===== src/mdf_pkg.sv =====
// Package: constants, stage type and exponent for the Fermat modular divider.
package mdf_pkg;

    localparam longint unsigned MODULUS = 64'd1000000007;
    // Residue width; the prime is assumed below 2^30.
    localparam int MW = 30;
    // Fermat exponent for the inverse.
    localparam logic [MW-1:0] EXP = MW'(MODULUS - 64'd2);
    // 2^32 mod p, used to fold the upper word of a 64-bit input.
    localparam logic [MW-1:0] FOLD_C = MW'(64'h1_0000_0000 % MODULUS);
    // Barrett reduction: y < 2^63, t = y >> 29, q ~ (t * R) >> 34.
    localparam int YW = 63;
    localparam int TSH = 29;
    localparam int TW = YW - TSH;
    localparam int RW = 34;
    localparam logic [RW-1:0] BARRETT_R = RW'(64'h8000_0000_0000_0000 / MODULUS);
    localparam logic [31:0] P32 = 32'(MODULUS);
    localparam logic [31:0] P2X = 32'(MODULUS * 64'd2);
    // Cycles through one reduction and one modular multiply.
    localparam int RED_LAT = 4;
    localparam int MM_LAT = RED_LAT + 1;

    typedef struct packed {
        logic          vld;
        logic [MW-1:0] acc;
        logic [MW-1:0] base;
        logic [MW-1:0] num;
        logic          dz;
    } stage_t;

endpackage


===== src/mdf_reduce.sv =====
// Four-stage Barrett reduction of a 63-bit value modulo the prime.
module mdf_reduce (
    input  logic                    aclk,
    input  logic                    en,
    input  logic [mdf_pkg::YW-1:0]  y,
    output logic [mdf_pkg::MW-1:0]  r
);
    logic [mdf_pkg::YW-1:0]              y1_reg;
    logic [mdf_pkg::TW+mdf_pkg::RW-1:0]  m1_reg;
    logic [mdf_pkg::RW-1:0]              q;
    logic [63:0]                         qp;
    logic [31:0]                         r2_reg, r3_reg, r4_reg;

    assign q  = m1_reg[mdf_pkg::TW+mdf_pkg::RW-1 -: mdf_pkg::RW];
    assign qp = 64'(q) * 64'(mdf_pkg::P32);

    always_ff @(posedge aclk) begin
        if (en) begin
            y1_reg <= y;
            m1_reg <= (mdf_pkg::TW+mdf_pkg::RW)'(y[mdf_pkg::YW-1:mdf_pkg::TSH])
                    * (mdf_pkg::TW+mdf_pkg::RW)'(mdf_pkg::BARRETT_R);
            // estimate is short by at most two, so the remainder stays below 3p
            r2_reg <= y1_reg[31:0] - qp[31:0];
            r3_reg <= (r2_reg >= mdf_pkg::P2X) ? r2_reg - mdf_pkg::P2X : r2_reg;
            r4_reg <= (r3_reg >= mdf_pkg::P32) ? r3_reg - mdf_pkg::P32 : r3_reg;
        end
    end

    assign r = r4_reg[mdf_pkg::MW-1:0];
endmodule


===== src/mdf_mulmod.sv =====
// Pipelined modular multiplier: product register followed by Barrett reduction.
module mdf_mulmod (
    input  logic                   aclk,
    input  logic                   en,
    input  logic [mdf_pkg::MW-1:0] a,
    input  logic [mdf_pkg::MW-1:0] b,
    output logic [mdf_pkg::MW-1:0] r
);
    logic [2*mdf_pkg::MW-1:0] prod_reg;

    always_ff @(posedge aclk) begin
        if (en) begin
            prod_reg <= (2*mdf_pkg::MW)'(a) * (2*mdf_pkg::MW)'(b);
        end
    end

    mdf_reduce u_reduce (
        .aclk (aclk),
        .en   (en),
        .y    (mdf_pkg::YW'(prod_reg)),
        .r    (r)
    );
endmodule


===== config.mk =====
export PLATFORM = sky130hd
export DESIGN_NAME = mdf_mulmod
export DESIGN_NICKNAME = d
export VERILOG_FILES = /design/src/mdf_pkg.sv /design/src/mdf_reduce.sv /design/src/mdf_mulmod.sv
export SDC_FILE = /design/constraint.sdc
export NUM_CORES = 2
export LEC_CHECK = 0
export BUFFER_PORTS_ARGS = -buffer_cell sky130_fd_sc_hd__buf_2
export CAP_MARGIN = 20
export CORE_AREA = 2 2 333 335
export DETAILED_ROUTE_END_ITERATION = 10
export DIE_AREA = 0 0 335 337
export PLACE_DENSITY = 0.82
export SETUP_SLACK_MARGIN = 0.2
export SYNTH_ARGS = -nofsm -noshare
export SYNTH_HDL_FRONTEND = slang
export SYNTH_SLANG_ARGS = --single-unit

===== constraint.sdc =====
create_clock -name aclk -period 23.3 [get_ports aclk]
set_input_delay 4.66 -clock aclk [delete_from_list [all_inputs] [get_ports aclk]]
set_output_delay 4.66 -clock aclk [all_outputs]
set_load 0.01 [all_outputs]

# == After elaboration in Yosys (flattened, before gate mapping) ==
# Index checks and enable logic that the tools add are counted.
# totals
out_inout_bits,30
in_bits,62
reg_bits,252
# classes
addsub,3
multipliers,3
mux,2
n_lt_le_gt_ge,2
# ops
operator,count
$mul 31x32->63 const B,1
$mul 30x30->60,1
$mul 34x30->32 const B,1
$ge 32x30->1 const B,1
$ge 32x31->1 const B,1
$mux 32,1
$sub 32x31->32 const B,1
$sub 32x32->32,1
$mux 30,1
$sub 30x30->30 const B,1

# == Logic depth before layout (Yosys ltp) ==
# logic_depth
ltp_word,2
ltp_mapped,30
ltp_nobuf,29

# == By module ==
# From an unflattened synthesis, not the netlist that was laid out.
# hier_totals
hier_cells,6055
area_unflattened_um2,61328.8
# by_module_without_submodules
mod,seq_area_each_um2,instances,area_each_um2,cells_per_inst
mdf_mulmod,1801.7,1,31489.0,3395
mdf_reduce,4744.6,1,29839.9,2660

# == Worst setup path after synthesis ==
# OpenSTA, ideal clock, no wires.
# synth_timing
path_kind,input-to-reg
from,input port a[15] (netlist bit)
to,register prod_reg[33] (netlist bit) (data pin)
required_ps,23041
arrival_time_ps,11510
cell_stages,26
n_path_buf,1
path_slack_ps,11531
cell_sequence,clkbuf_1 > and2_1 > fa_1 > fa_1 > fa_1 > inv_1 > fa_1 > inv_1 > fa_1 > fa_1 > fa_1 > inv_1 > fa_1 > inv_1 > ha_1 > and2_4 > a221o_1 > a211o_1 > o31a_1 > a211o_1 > a21o_1 > a21o_1 > a21oi_2 > o21ai_1 > o21ai_2 > xnor2_1
# synth_between
elab_chain_len,1
# synth_rtl
item,line,text
start: declaration,mdf_mulmod.sv:5,"input logic [mdf_pkg::MW-1:0] a,"
$mul 30x30->60,mdf_mulmod.sv:13,prod_reg <= (2*mdf_pkg::MW)'(a) * (2*mdf_pkg::MW)'(b);
end signal: assignment,mdf_mulmod.sv:13,
end: declaration,mdf_mulmod.sv:9,logic [2*mdf_pkg::MW-1:0] prod_reg;
# No other way between the ends.
# A chain may end at the register's enable or synchronous reset.

# == Worst setup path after layout ==
# layout_timing
from,input port a[13] (netlist bit)
to,register prod_reg[41] (netlist bit) (data pin)
# The elaborated chain is that of the path after synthesis.

==> results by group <==
Run status
  – Status: finished, final reports clean

Setup path
  – Worst setup EP type: flop
  – Worst EP arrival: 12.71 ns
  – Critical path data required time: 23.59 ns
  – Crit path max fanout: 30
  – R2R Setup Slk: ~14 ns
  – Startpoint Class: input port
  – CP Class: input port to flop

Run
  – Max_cap viols: 0

Die
  – # IOs: roughly 90
  – Die area: 113000 um2
  – CORE AREA: 110000 um2
  – Initial Util: 54.5%
  – Die Span X: between 300 and 400 um
  – Die Ht: around 340 um
  – # rows: 122

Synth
  – Post-synth cell types: 71
  – Post-synth top flop: edfxtp_1
  – Cell Area, Synth: 59700 um2
  – Syn Nets: 8105
  – Sequential area share after synthesis: 10.9%
  – Share of synthesized area spent on multiplexers: less than 1%
  – Ys async rst share: 0%
  – Post-Synth Simple-Gate Area: 10.7%
  – Post-synth EDFFs: 217
  – Post-synthesis adder-cell area fraction: between 50% and 60%
  – Post-synthesis compound-gate area fraction: under 10%
  – Mean post-synth cell area: 10.0 um2
  – Largest family of logic cells by synthesized area: adder cells
  – Post-Synth XOR/XNOR Area: 2.99%
  – Post-Syn Instances: 5953
  – Synthesis Warnings: 0
  – #FFs+latches synth: 217

Place
  – Routability cong.: 0.979
  – Final HPWL DP: 115 mm
  – Number of port buffers: 91

Detailed routing
  – Vias per cell: 5.44
  – Initial DRC count: 3025
  – Drc violations: 0
  – DRT Pass-1 Iters: 6
  – Final wirelength: 139 mm
  – Via count: 39900
  – Post-route ant nets: 0
  – WL per Instance: 19.0 um

Cells and area
  – Layout area overhead: 3.96%
  – Nets: 8041
  – Layout cells sized above 1: 2.81%
  – Max reg flops: 60

GRT
  – Vias in the first global route: 44000
  – GR Util met2: 43.5%
  – Global-route wire length before repair: 230 mm
  – GRT Residual Overflow: 0
  – Total track usage: 25.8%
  – Met1 usage: between 30% and 40%
  – Initial antenna violation count: 4
  – Met3 GRT Util: 4.83%
  – Largest net degree at the start of global routing: around 150
  – Most crowded layer after global routing: met2

STA
  – Setup TNS Final: 0 ns
  – Final setup fails: 0
  – F_max: 0.0805 GHz
  – Clock skew: approximately 0.011 ns
  – Clock period minus worst slack: 12.42 ns
  – Least-Margin Pin Slew: 1.16 ns
  – Fin. Hold Viols: 0
  – RSZ-0062 raised after global routing: no
  – Period utilization: 53.3%
  – Count of pins over their slew limit: 0
  – Worst slew margin: 21.5%

CTS
  – Root Buffer: clkbuf_16
  – Num CTS Buffers: 24
  – Cts hold-fix bufs: 0
  – Post-CTS setup buffer count: 0
  – H-tree levels: 1
  – Clock input transition at the sequential cells of the worst setup and hold paths: 0.06 ns
  – TritonCTS Sinks: 217
  – Post-CTS Resized: 0
  – CTS tree: built
  – Clock Latency Late Sink: 0.54 ns
  – Clock Path Buffers: 3

Hold path
  – Worst min path class: flop to flop
[routing by layer]
metal	up-vias	routed length (um)	part of all wire [%]
met1	20100	54100	39
met2	1829	66600	48
li1	17600	-	-
met3	380	12600	9.1
met5	-	0	0
met4	0	5970	4.3
[cells in the mapped netlist (19+ instances only)]
library cell | instances | area share [%]
a21oi_1 | 108 | 0.91
edfxtp_1 | 217 | 11
o21ai_0 | 56 | 0.47
o21a_1 | 21 | 0.26
ha_1 | 812 | 17
a21o_1 | 57 | 0.72
inv_1 | 1631 | 10
and2_1 | 513 | 5.4
nor3_1 | 25 | 0.21
a211oi_1 | 19 | 0.24
nor2_1 | 98 | 0.62
nand2b_1 | 19 | 0.20
clkbuf_1 | 184 | 1.2
nand3_1 | 43 | 0.36
nand2_1 | 480 | 3.0
fa_1 | 1278 | 43
xor2_1 | 64 | 0.94
xnor2_1 | 140 | 2.1
[critical path, cell delays in order]
cell and delay [ns]:
buf_2 0.56, and2_1 0.25, fa_1 0.44, fa_1 0.51
fa_1 0.53, inv_1 0.05, fa_1 0.52, inv_1 0.07
fa_1 0.48, fa_1 0.46, fa_1 0.52, inv_1 0.05
fa_1 0.47, inv_1 0.04, ha_1 0.35, and2_4 0.20
a221o_1 0.31, a211o_1 0.32, o31a_1 0.37, a21oi_1 0.50
nor2_1 0.19, a31o_2 0.32, a21oi_1 0.13, o21ai_0 0.10
a21oi_1 0.20, xnor2_1 0.08
[layout make-up]
| class | instances | area, um2 |
|---|---|---|
| antenna | 5 | 12.5 |
| clock buffer | 27 | 612 |
| clock inverter | 17 | 149 |
| fill | 8969 | 47600 |
| inverter | 1631 | 6120 |
| multi-input combinational | 3915 | 46300 |
| sequential | 217 | 6520 |
| tap | 1426 | 1780 |
| timing repair buffer | 100 | 533 |
[path summary, 6_finish.rpt]
path	to	startpoint	cells after the start
max reg2reg	u_reduce.m1_reg[61]	prod_reg[34]	25
max	prod_reg[41]	a[13]	26
min reg2reg	u_reduce.y1_reg[14]	prod_reg[14]	0
min	u_reduce.y1_reg[14]	prod_reg[14]	0
[through the flow]
step	hold WS [ns]	cell area, um2	utilization, %	cells	setup WS [ns]
after global placement	0.401	61300	55.9	7289	10.59
after global routing	0.424	62000	56.6	7336	10.50
after CTS	0.413	62000	56.6	7333	11.00
after floorplan	0.400	59700	-	5953	11.53
after detailed placement	0.405	61300	55.9	7289	10.43
final	0.406	62000	56.6	7338	10.88
[cell usage in the layout (no fill, tap or decap), types with 16 or more instances in the layout]
cell	instances
nand3_1	43
a31oi_1	16
a211oi_1	19
o21a_1	21
a21oi_1	108
xor2_1	64
inv_1	1631
fa_1	1278
a21o_1	57
xnor2_1	140
clkbuf_16	24
nor3_1	25
nand2_1	480
ha_1	812
nor2_1	98
edfxtp_1	217
and2_1	513
nand2b_1	19
o21ai_0	56
buf_2	90
[kinds of logic (layout without fill, tap and decap cells)]
| kind of cell | Yosys count | in the layout |
|---|---|---|
| other | 0 | 5 |
| adders and majority gates | 2091 | 2091 |
| buffers and inverters | 1821 | 1775 |
| and+or+nand+nor | 1257 | 1257 |
| muxes | 1 | 1 |
| AOI/OAI and AO/OA | 362 | 362 |
| xor gates and xnor gates | 204 | 204 |
| DFF | 217 | 217 |
Power is not shown: default switching activity piles up to over one toggle a cycle in this logic, so the estimate is an artifact.
