`src/mdf_pkg.sv`:
```
// Package: constants, stage type and exponent for the Fermat modular divider.
package mdf_pkg;

    localparam longint unsigned MODULUS = 64'd1000000007;
    // Residue width; the prime is assumed below 2^30.
    localparam int MW = 30;
    // Fermat exponent for the inverse.
    localparam logic [MW-1:0] EXP = MW'(MODULUS - 64'd2);
    // 2^32 mod p, used to fold the upper word of a 64-bit input.
    localparam logic [MW-1:0] FOLD_C = MW'(64'h1_0000_0000 % MODULUS);
    // Barrett reduction: y < 2^63, t = y >> 29, q ~ (t * R) >> 34.
    localparam int YW = 63;
    localparam int TSH = 29;
    localparam int TW = YW - TSH;
    localparam int RW = 34;
    localparam logic [RW-1:0] BARRETT_R = RW'(64'h8000_0000_0000_0000 / MODULUS);
    localparam logic [31:0] P32 = 32'(MODULUS);
    localparam logic [31:0] P2X = 32'(MODULUS * 64'd2);
    // Cycles through one reduction and one modular multiply.
    localparam int RED_LAT = 4;
    localparam int MM_LAT = RED_LAT + 1;

    typedef struct packed {
        logic          vld;
        logic [MW-1:0] acc;
        logic [MW-1:0] base;
        logic [MW-1:0] num;
        logic          dz;
    } stage_t;

endpackage

```
`src/mdf_reduce.sv`:
```
// Four-stage Barrett reduction of a 63-bit value modulo the prime.
module mdf_reduce (
    input  logic                    aclk,
    input  logic                    en,
    input  logic [mdf_pkg::YW-1:0]  y,
    output logic [mdf_pkg::MW-1:0]  r
);
    logic [mdf_pkg::YW-1:0]              y1_reg;
    logic [mdf_pkg::TW+mdf_pkg::RW-1:0]  m1_reg;
    logic [mdf_pkg::RW-1:0]              q;
    logic [63:0]                         qp;
    logic [31:0]                         r2_reg, r3_reg, r4_reg;

    assign q  = m1_reg[mdf_pkg::TW+mdf_pkg::RW-1 -: mdf_pkg::RW];
    assign qp = 64'(q) * 64'(mdf_pkg::P32);

    always_ff @(posedge aclk) begin
        if (en) begin
            y1_reg <= y;
            m1_reg <= (mdf_pkg::TW+mdf_pkg::RW)'(y[mdf_pkg::YW-1:mdf_pkg::TSH])
                    * (mdf_pkg::TW+mdf_pkg::RW)'(mdf_pkg::BARRETT_R);
            // estimate is short by at most two, so the remainder stays below 3p
            r2_reg <= y1_reg[31:0] - qp[31:0];
            r3_reg <= (r2_reg >= mdf_pkg::P2X) ? r2_reg - mdf_pkg::P2X : r2_reg;
            r4_reg <= (r3_reg >= mdf_pkg::P32) ? r3_reg - mdf_pkg::P32 : r3_reg;
        end
    end

    assign r = r4_reg[mdf_pkg::MW-1:0];
endmodule

```
`config.mk`:
```
export PLATFORM = sky130hd
export DESIGN_NAME = mdf_reduce
export DESIGN_NICKNAME = d
export VERILOG_FILES = /design/src/mdf_pkg.sv /design/src/mdf_reduce.sv
export SDC_FILE = /design/constraint.sdc
export NUM_CORES = 2
export LEC_CHECK = 0
export BUFFER_PORTS_ARGS = -buffer_cell sky130_fd_sc_hd__buf_2
export CORE_ASPECT_RATIO = 1.1
export CORE_UTILIZATION = 30
export DETAILED_ROUTE_END_ITERATION = 8
export PLACE_DENSITY = 0.47
export SYNTH_ARGS = -nofsm -noshare
export SYNTH_HDL_FRONTEND = slang
export SYNTH_SLANG_ARGS = --single-unit
```
`constraint.sdc`:
```
create_clock -name aclk -period 9.4 [get_ports aclk]
set_clock_uncertainty 0.15 [all_clocks]
set_input_delay 0.47 -clock aclk [delete_from_list [all_inputs] [get_ports aclk]]
set_output_delay 0.47 -clock aclk [all_outputs]
set_load 0.005 [all_outputs]
```
# Yosys cells after proc, flatten, opt, wreduce, memory -nomap -nowiden
# Cells that the tools add are included.
# Widths: inputs -> output; s select.
[word_totals]
out_inout_bits = 30
in_bits = 65
regBits = 192
word_cells = 14
[op_classes]
n_mux = 2
magnitude_cmp = 2
multipliers = 2
add_sub_neg = 3
[ops]
columns = ["cell", "count"]
rows = [
  ["$mul 34x32->66 const B", 1],
  ["$mul 34x30->32 const B", 1],
  ["$ge 32x30->1 const B", 1],
  ["$ge 32x31->1 const B", 1],
  ["$mux 32", 1],
  ["$sub 32x31->32 const B", 1],
  ["$sub 32x32->32", 1],
  ["$mux 30", 1],
  ["$sub 30x30->30 const B", 1],
]

# Longest topological paths before layout
[depth]
ltp_word = 2
mapped_depth = 25
mapped_depth_nobuf = 24

# Least setup slack after synthesis
# No wires, ideal clock.
[synth_path]
kind = "in2reg"
startpoint = "input port y[52] (netlist name)"
endpoint = "register m1_reg[61] (netlist name) (data pin)"
t_arrival_ns = 6.679
path_buffers = 0
setup_ns = 0.268
slack_ns = 2.303
t_required_ns = 8.982
cell_stages = 23
path_cell_list = "inv_1 > fa_1 > inv_1 > fa_1 > fa_1 > inv_1 > fa_1 > inv_1 > fa_1 > fa_1 > fa_1 > inv_1 > fa_1 > inv_1 > ha_1 > nand2_1 > or4_1 > o32a_1 > a2111oi_2 > o21ai_1 > and2_1 > o311ai_2 > xor2_1"
[synth_between]
elab_chain_len = 1
[synth_rtl]
columns = ["element", "line_no", "rtl"]
rows = [
  ["start, declared", "mdf_reduce.sv:5", "input logic [mdf_pkg::YW-1:0] y,"],
  ["$mul 34x32->66", "mdf_reduce.sv:21", "* (mdf_pkg::TW+mdf_pkg::RW)'(mdf_pkg::BARRETT_R);"],
  ["end signal, assigned", "mdf_reduce.sv:20", "m1_reg <= (mdf_pkg::TW+mdf_pkg::RW)'(y[mdf_pkg::YW-1:mdf_pkg::TSH])"],
  ["end, declared", "mdf_reduce.sv:9", "logic [mdf_pkg::TW+mdf_pkg::RW-1:0] m1_reg;"],
]
# Every way passes these cells.
# A chain may end at the register's enable or synchronous reset.

# Worst setup path after layout
# Same ends and word-level chain as after synthesis.

==> reports/qor_table.md <==
| Result | Reported | Unit |
|---|---|---|
| Status | complete, no violations | - |
| Hold depth | 1 | - |
| Clock insertion delay at the later pin of the skew report | 0.46 | ns |
| Height of the die | 334 | um |
| Layout Nets | 3968 | - |
| Total global routing track utilization | 0.159 | - |
| Synth async-reset ratio | 0 | - |
| Endpoint of the worst-slack reg-to-reg timing path | r2_reg[31]$_DFFE_PP_ | - |
| Final-report hold violation count | 0 | - |
| DRT antenna net count | 0 | - |
| Placer's final routability congestion estimate | 0.902 | - |
| Number of placed cells counting well taps | 4046 | - |
| Tmin final | 7.50 | ns |
| Via count of the first global-routing pass | 20100 | - |
| Antenna violations before repair | 1 | - |
| Mean cell area of the mapped netlist | 11.2 | um2 |
| Syn Inst Count | 2674 | - |
| Synthesis Warnings | 0 | - |
| Delay contributed by the slowest stage of the critical path | 0.66 | ns |
| Largest family of logic cells by synthesized area | adder cells | - |
| # port buffers | 94 | - |
| Initial detailed-routing violation count | 655 | - |
| Critical path class | in -> reg | - |
| Maximum number of pins on one net before global-route repair | 87 | - |
| RSZ-0062 raised after global routing | false | - |
| Cts bufs inserted | 17 | - |
| Max-Slew Margin vs Limit | 0.388 | - |
| Vias per Instance | 4.44 | - |
| Peak Freq | 0.133 | GHz |
| First-pass GRT wire length | 119000 | um |
| Sequential-to-total area share from yosys stat | 0.158 | - |
| Die width | 303 | um |
| Post-detailed-route DRC marker count | 0 | - |
| Worst Path Arrival | 7.56 | ns |
| Main synth FF type | sky130_fd_sc_hd__edfxtp_1 | - |
| Xor/xnor cell area share of the yosys netlist | 0.0435 | - |
| Io pins | 95 | - |
| Max-cap violations | 0 | - |
| Hold Path Sink | y1_reg[6]$_DFFE_PP_ | - |
| Crit path buf inv count | 7 | - |
| Number of flops mapped to enable cells by yosys | 158 | - |
| Post-synthesis simple-gate area fraction | 0.0439 | - |
| Number of core rows | 121 | - |
| Clock tree root buffer cell | sky130_fd_sc_hd__clkbuf_16 | - |
| Adder and majority cell fraction of the synthesized area | 0.606 | - |
| Worst path required time | 9.45 | ns |
| Via count | 18100 | - |
| Share of the synthesized area in the top cell type | 0.360 | - |
| Critical path's most frequent cell | sky130_fd_sc_hd__fa_1 | - |
| Post-DP HPWL | 69700 | um |
| Slowest library cell on the worst path | sky130_fd_sc_hd__a2111oi_2 | - |
| Max reg flops | 33 | - |
| Number of standard cells in the layout, taps in and fillers out | 4077 | - |
| Top Family by Delay on Critical Path | adder cells | - |
| DRT Pass-1 Iters | 5 | - |
| Wire length after detailed routing | 77300 | um |
| Yosys cell types | 72 | - |
| Post-Syn Nets | 3867 | - |
| Cell area after synthesis | 30000 | um2 |
| Effective utilization at floorplan | 0.303 | - |
| Type of the worst min-delay path | in -> reg | - |
| Yosys top cell by area | sky130_fd_sc_hd__fa_1 | - |
| Leading cell types by total area after synthesis | sky130_fd_sc_hd__fa_1 (36%), sky130_fd_sc_hd__ha_1 (25%), sky130_fd_sc_hd__edfxtp_1 (16%), sky130_fd_sc_hd__inv_1 (8.7%), sky130_fd_sc_hd__xnor2_1 (3.0%) | - |
| Final Setup Violations | 0 | - |
| Number of synthesized register bits | 158 | - |
| Worst Min Path Start | y[6] | - |
| Complex-gate fraction of the synthesized area | 0.0569 | - |
| Register-to-register path setup slack | 2.11 | ns |
| Die Outline Area | 101000 | um2 |
| Ant diodes | 0 | - |
| Largest fanout of any net on the critical path | 8 | - |
| Share of layout cells above drive strength 1 | 0.0524 | - |
| CTS tree | done | - |
| Placeable core region | 99000 | um2 |
| CP cell instances | buf_2 > inv_1 > fa_1 > inv_1 > fa_1 > fa_1 > inv_1 > fa_1 > inv_1 > fa_1 > fa_1 > fa_1 > inv_1 > fa_1 > inv_1 > ha_1 > nand2_1 > or4_1 > o32a_1 > a2111oi_2 > o21ai_1 > and2_1 > o311ai_2 > xor2_1 | - |
| FILL cells | 10200 | - |
| Element type at the critical path end | register | - |
| Launching instance or port of the critical path | y[52] | - |
| Sort of element at the start of the critical path | primary input | - |
| Setup repair bufs after CTS | 0 | - |
| Total congestion overflow | 0 | - |
| H-tree depth | 4 | - |
| Number of buffers between clock root and the deepest sink | 2 | - |
| Depth of the worst register-to-register path | 18 | - |
| Num Clock Sinks | 158 | - |
| Final Max Slew Viols | 0 | - |
| Final total negative setup slack | 0 | ns |
| CTS clock-pin slew for the worst setup and hold paths | 0.07 | ns |
| Fraction of the cycle the final worst path needs | 0.798 | - |
| Routed wire length per instance | 19.0 | um |
| Post-synthesis to final-layout area growth | 8.69 | % |
| Proportion of synthesized area in mux cells | 0.00138 | - |
| Slew of the pin with the lowest slew margin | 0.918 | ns |
| Reg-to-reg startpoint | m1_reg[34]$_DFFE_PP_ | - |
==> through the flow <==
step | area (um2) | hold slack (ns) | util | setup slack (ns)
after floorplan | 30000 | 0.250 | - | 2.30
final | 32600 | 0.0303 | 0.329 | 1.90
after detailed placement | 32000 | 0.273 | 0.323 | 1.39
after CTS | 32600 | 0.000814 | 0.329 | 1.90
after global routing | 32600 | 0.0128 | 0.329 | 1.58
after global placement | 32000 | 0.257 | 0.323 | 1.44
==> how the worst max path moves through the flow <==
stage / endpoint / cells past startpoint
4_1_cts: r2_reg[31]$_DFFE_PP_ / 18
3_3_place_gp: m1_reg[65]$_DFFE_PP_ / 21
2_1_floorplan: m1_reg[61]$_DFFE_PP_ / 23
3_5_place_dp: m1_reg[61]$_DFFE_PP_ / 22
6_report: m1_reg[61]$_DFFE_PP_ / 24
5_1_grt: m1_reg[61]$_DFFE_PP_ / 24
==> cell type report <==
| class | count | area [um2] | area share |
|---|---|---|---|
| clock buffer | 18 | 429 | 0.0132 |
| timing repair buffer | 96 | 494 | 0.0152 |
| tap | 1291 | 1620 | 0.0496 |
| clock inverter | 12 | 163 | 0.00499 |
| sequential | 158 | 4740 | 0.146 |
| inverter | 693 | 2600 | 0.0798 |
| multi-input combinational | 1809 | 22500 | 0.692 |
==> metal layers <==
metal  vias to the layer above  global-route usage  routed length, um
met1                      9011               0.206              34500
met2                       257               0.276              38500
met5                         -                   0                  0
li1                       8777                   -                  -
met4                         0              0.0504               2260
met3                        77              0.0164               2000
==> worst reg2reg max path, cell delays in order (launching register included) <==
cell and delay, ns:
sky130_fd_sc_hd__edfxtp_1 0.69, sky130_fd_sc_hd__fa_1 0.81, sky130_fd_sc_hd__inv_1 0.19, sky130_fd_sc_hd__fa_1 0.55
sky130_fd_sc_hd__fa_1 0.54, sky130_fd_sc_hd__fa_1 0.53, sky130_fd_sc_hd__fa_1 0.55, sky130_fd_sc_hd__inv_1 0.08
sky130_fd_sc_hd__fa_1 0.53, sky130_fd_sc_hd__inv_1 0.05, sky130_fd_sc_hd__fa_1 0.44, sky130_fd_sc_hd__fa_1 0.42
sky130_fd_sc_hd__xnor2_1 0.32, sky130_fd_sc_hd__xnor2_1 0.14, sky130_fd_sc_hd__xnor2_1 0.15, sky130_fd_sc_hd__xnor2_1 0.22
sky130_fd_sc_hd__xnor2_1 0.14, sky130_fd_sc_hd__xnor2_1 0.39, sky130_fd_sc_hd__xnor2_1 0.15
==> synthesized netlist by cell type, types with 7 or more instances <==
library cell and count:
sky130_fd_sc_hd__or2_2 7, sky130_fd_sc_hd__and3_1 13, sky130_fd_sc_hd__nor2b_1 8, sky130_fd_sc_hd__o21bai_1 11, sky130_fd_sc_hd__nand3_1 27, sky130_fd_sc_hd__xnor2_1 101, sky130_fd_sc_hd__a21o_1 38, sky130_fd_sc_hd__nand4_1 9
sky130_fd_sc_hd__a31oi_1 11, sky130_fd_sc_hd__o21ai_0 38, sky130_fd_sc_hd__nor3_1 17, sky130_fd_sc_hd__a21oi_1 78, sky130_fd_sc_hd__nand2_1 79, sky130_fd_sc_hd__edfxtp_1 158, sky130_fd_sc_hd__inv_1 693, sky130_fd_sc_hd__o21a_1 11
sky130_fd_sc_hd__fa_1 539, sky130_fd_sc_hd__nor2_1 66, sky130_fd_sc_hd__a211oi_1 7, sky130_fd_sc_hd__ha_1 589, sky130_fd_sc_hd__xor2_1 48
==> repair_timing <==
| action | 4_1_cts | 5_1_grt |
|---|---|---|
| hold buffers | 1 | 0 |
| resized for setup | 0 | 0 |
| endpoints found under the hold margin | 1 | 0 |
==> cells in the final DEF (no fill, tap or decap), types with 6 or more instances in the layout <==
master                      count
sky130_fd_sc_hd__a21oi_1       78
sky130_fd_sc_hd__nand4_1        9
sky130_fd_sc_hd__inv_1        693
sky130_fd_sc_hd__ha_1         589
sky130_fd_sc_hd__nand2_1       79
sky130_fd_sc_hd__o31ai_1        6
sky130_fd_sc_hd__fa_1         539
sky130_fd_sc_hd__a31oi_1       11
sky130_fd_sc_hd__o21a_1        11
sky130_fd_sc_hd__xnor2_1      101
sky130_fd_sc_hd__buf_2         93
sky130_fd_sc_hd__or2_2          7
sky130_fd_sc_hd__a211oi_1       7
sky130_fd_sc_hd__nor3_1        17
sky130_fd_sc_hd__xor2_1        48
sky130_fd_sc_hd__nand3_1       27
sky130_fd_sc_hd__and3_1        13
sky130_fd_sc_hd__clkbuf_16     17
sky130_fd_sc_hd__nor4_1         6
sky130_fd_sc_hd__nor2_1        66
sky130_fd_sc_hd__edfxtp_1     158
sky130_fd_sc_hd__a21o_1        38
sky130_fd_sc_hd__nor2b_1        8
sky130_fd_sc_hd__o21bai_1      11
sky130_fd_sc_hd__o21ai_0       38
sky130_fd_sc_hd__nand2b_1       6
==> logic make-up after synthesis <==
logic type / after synthesis
adder cells (fa/ha/maj): 1129
multiplexers: 4
flip-flops: 158
AND/OR/NAND/NOR: 270
XOR/XNOR: 149
AO/OA/AOI/OAI: 257
buffers and inverters: 707
Power is left out: the tool's default activity adds up to more than one toggle a clock period on the data nets, which glitch-free logic cannot reach.
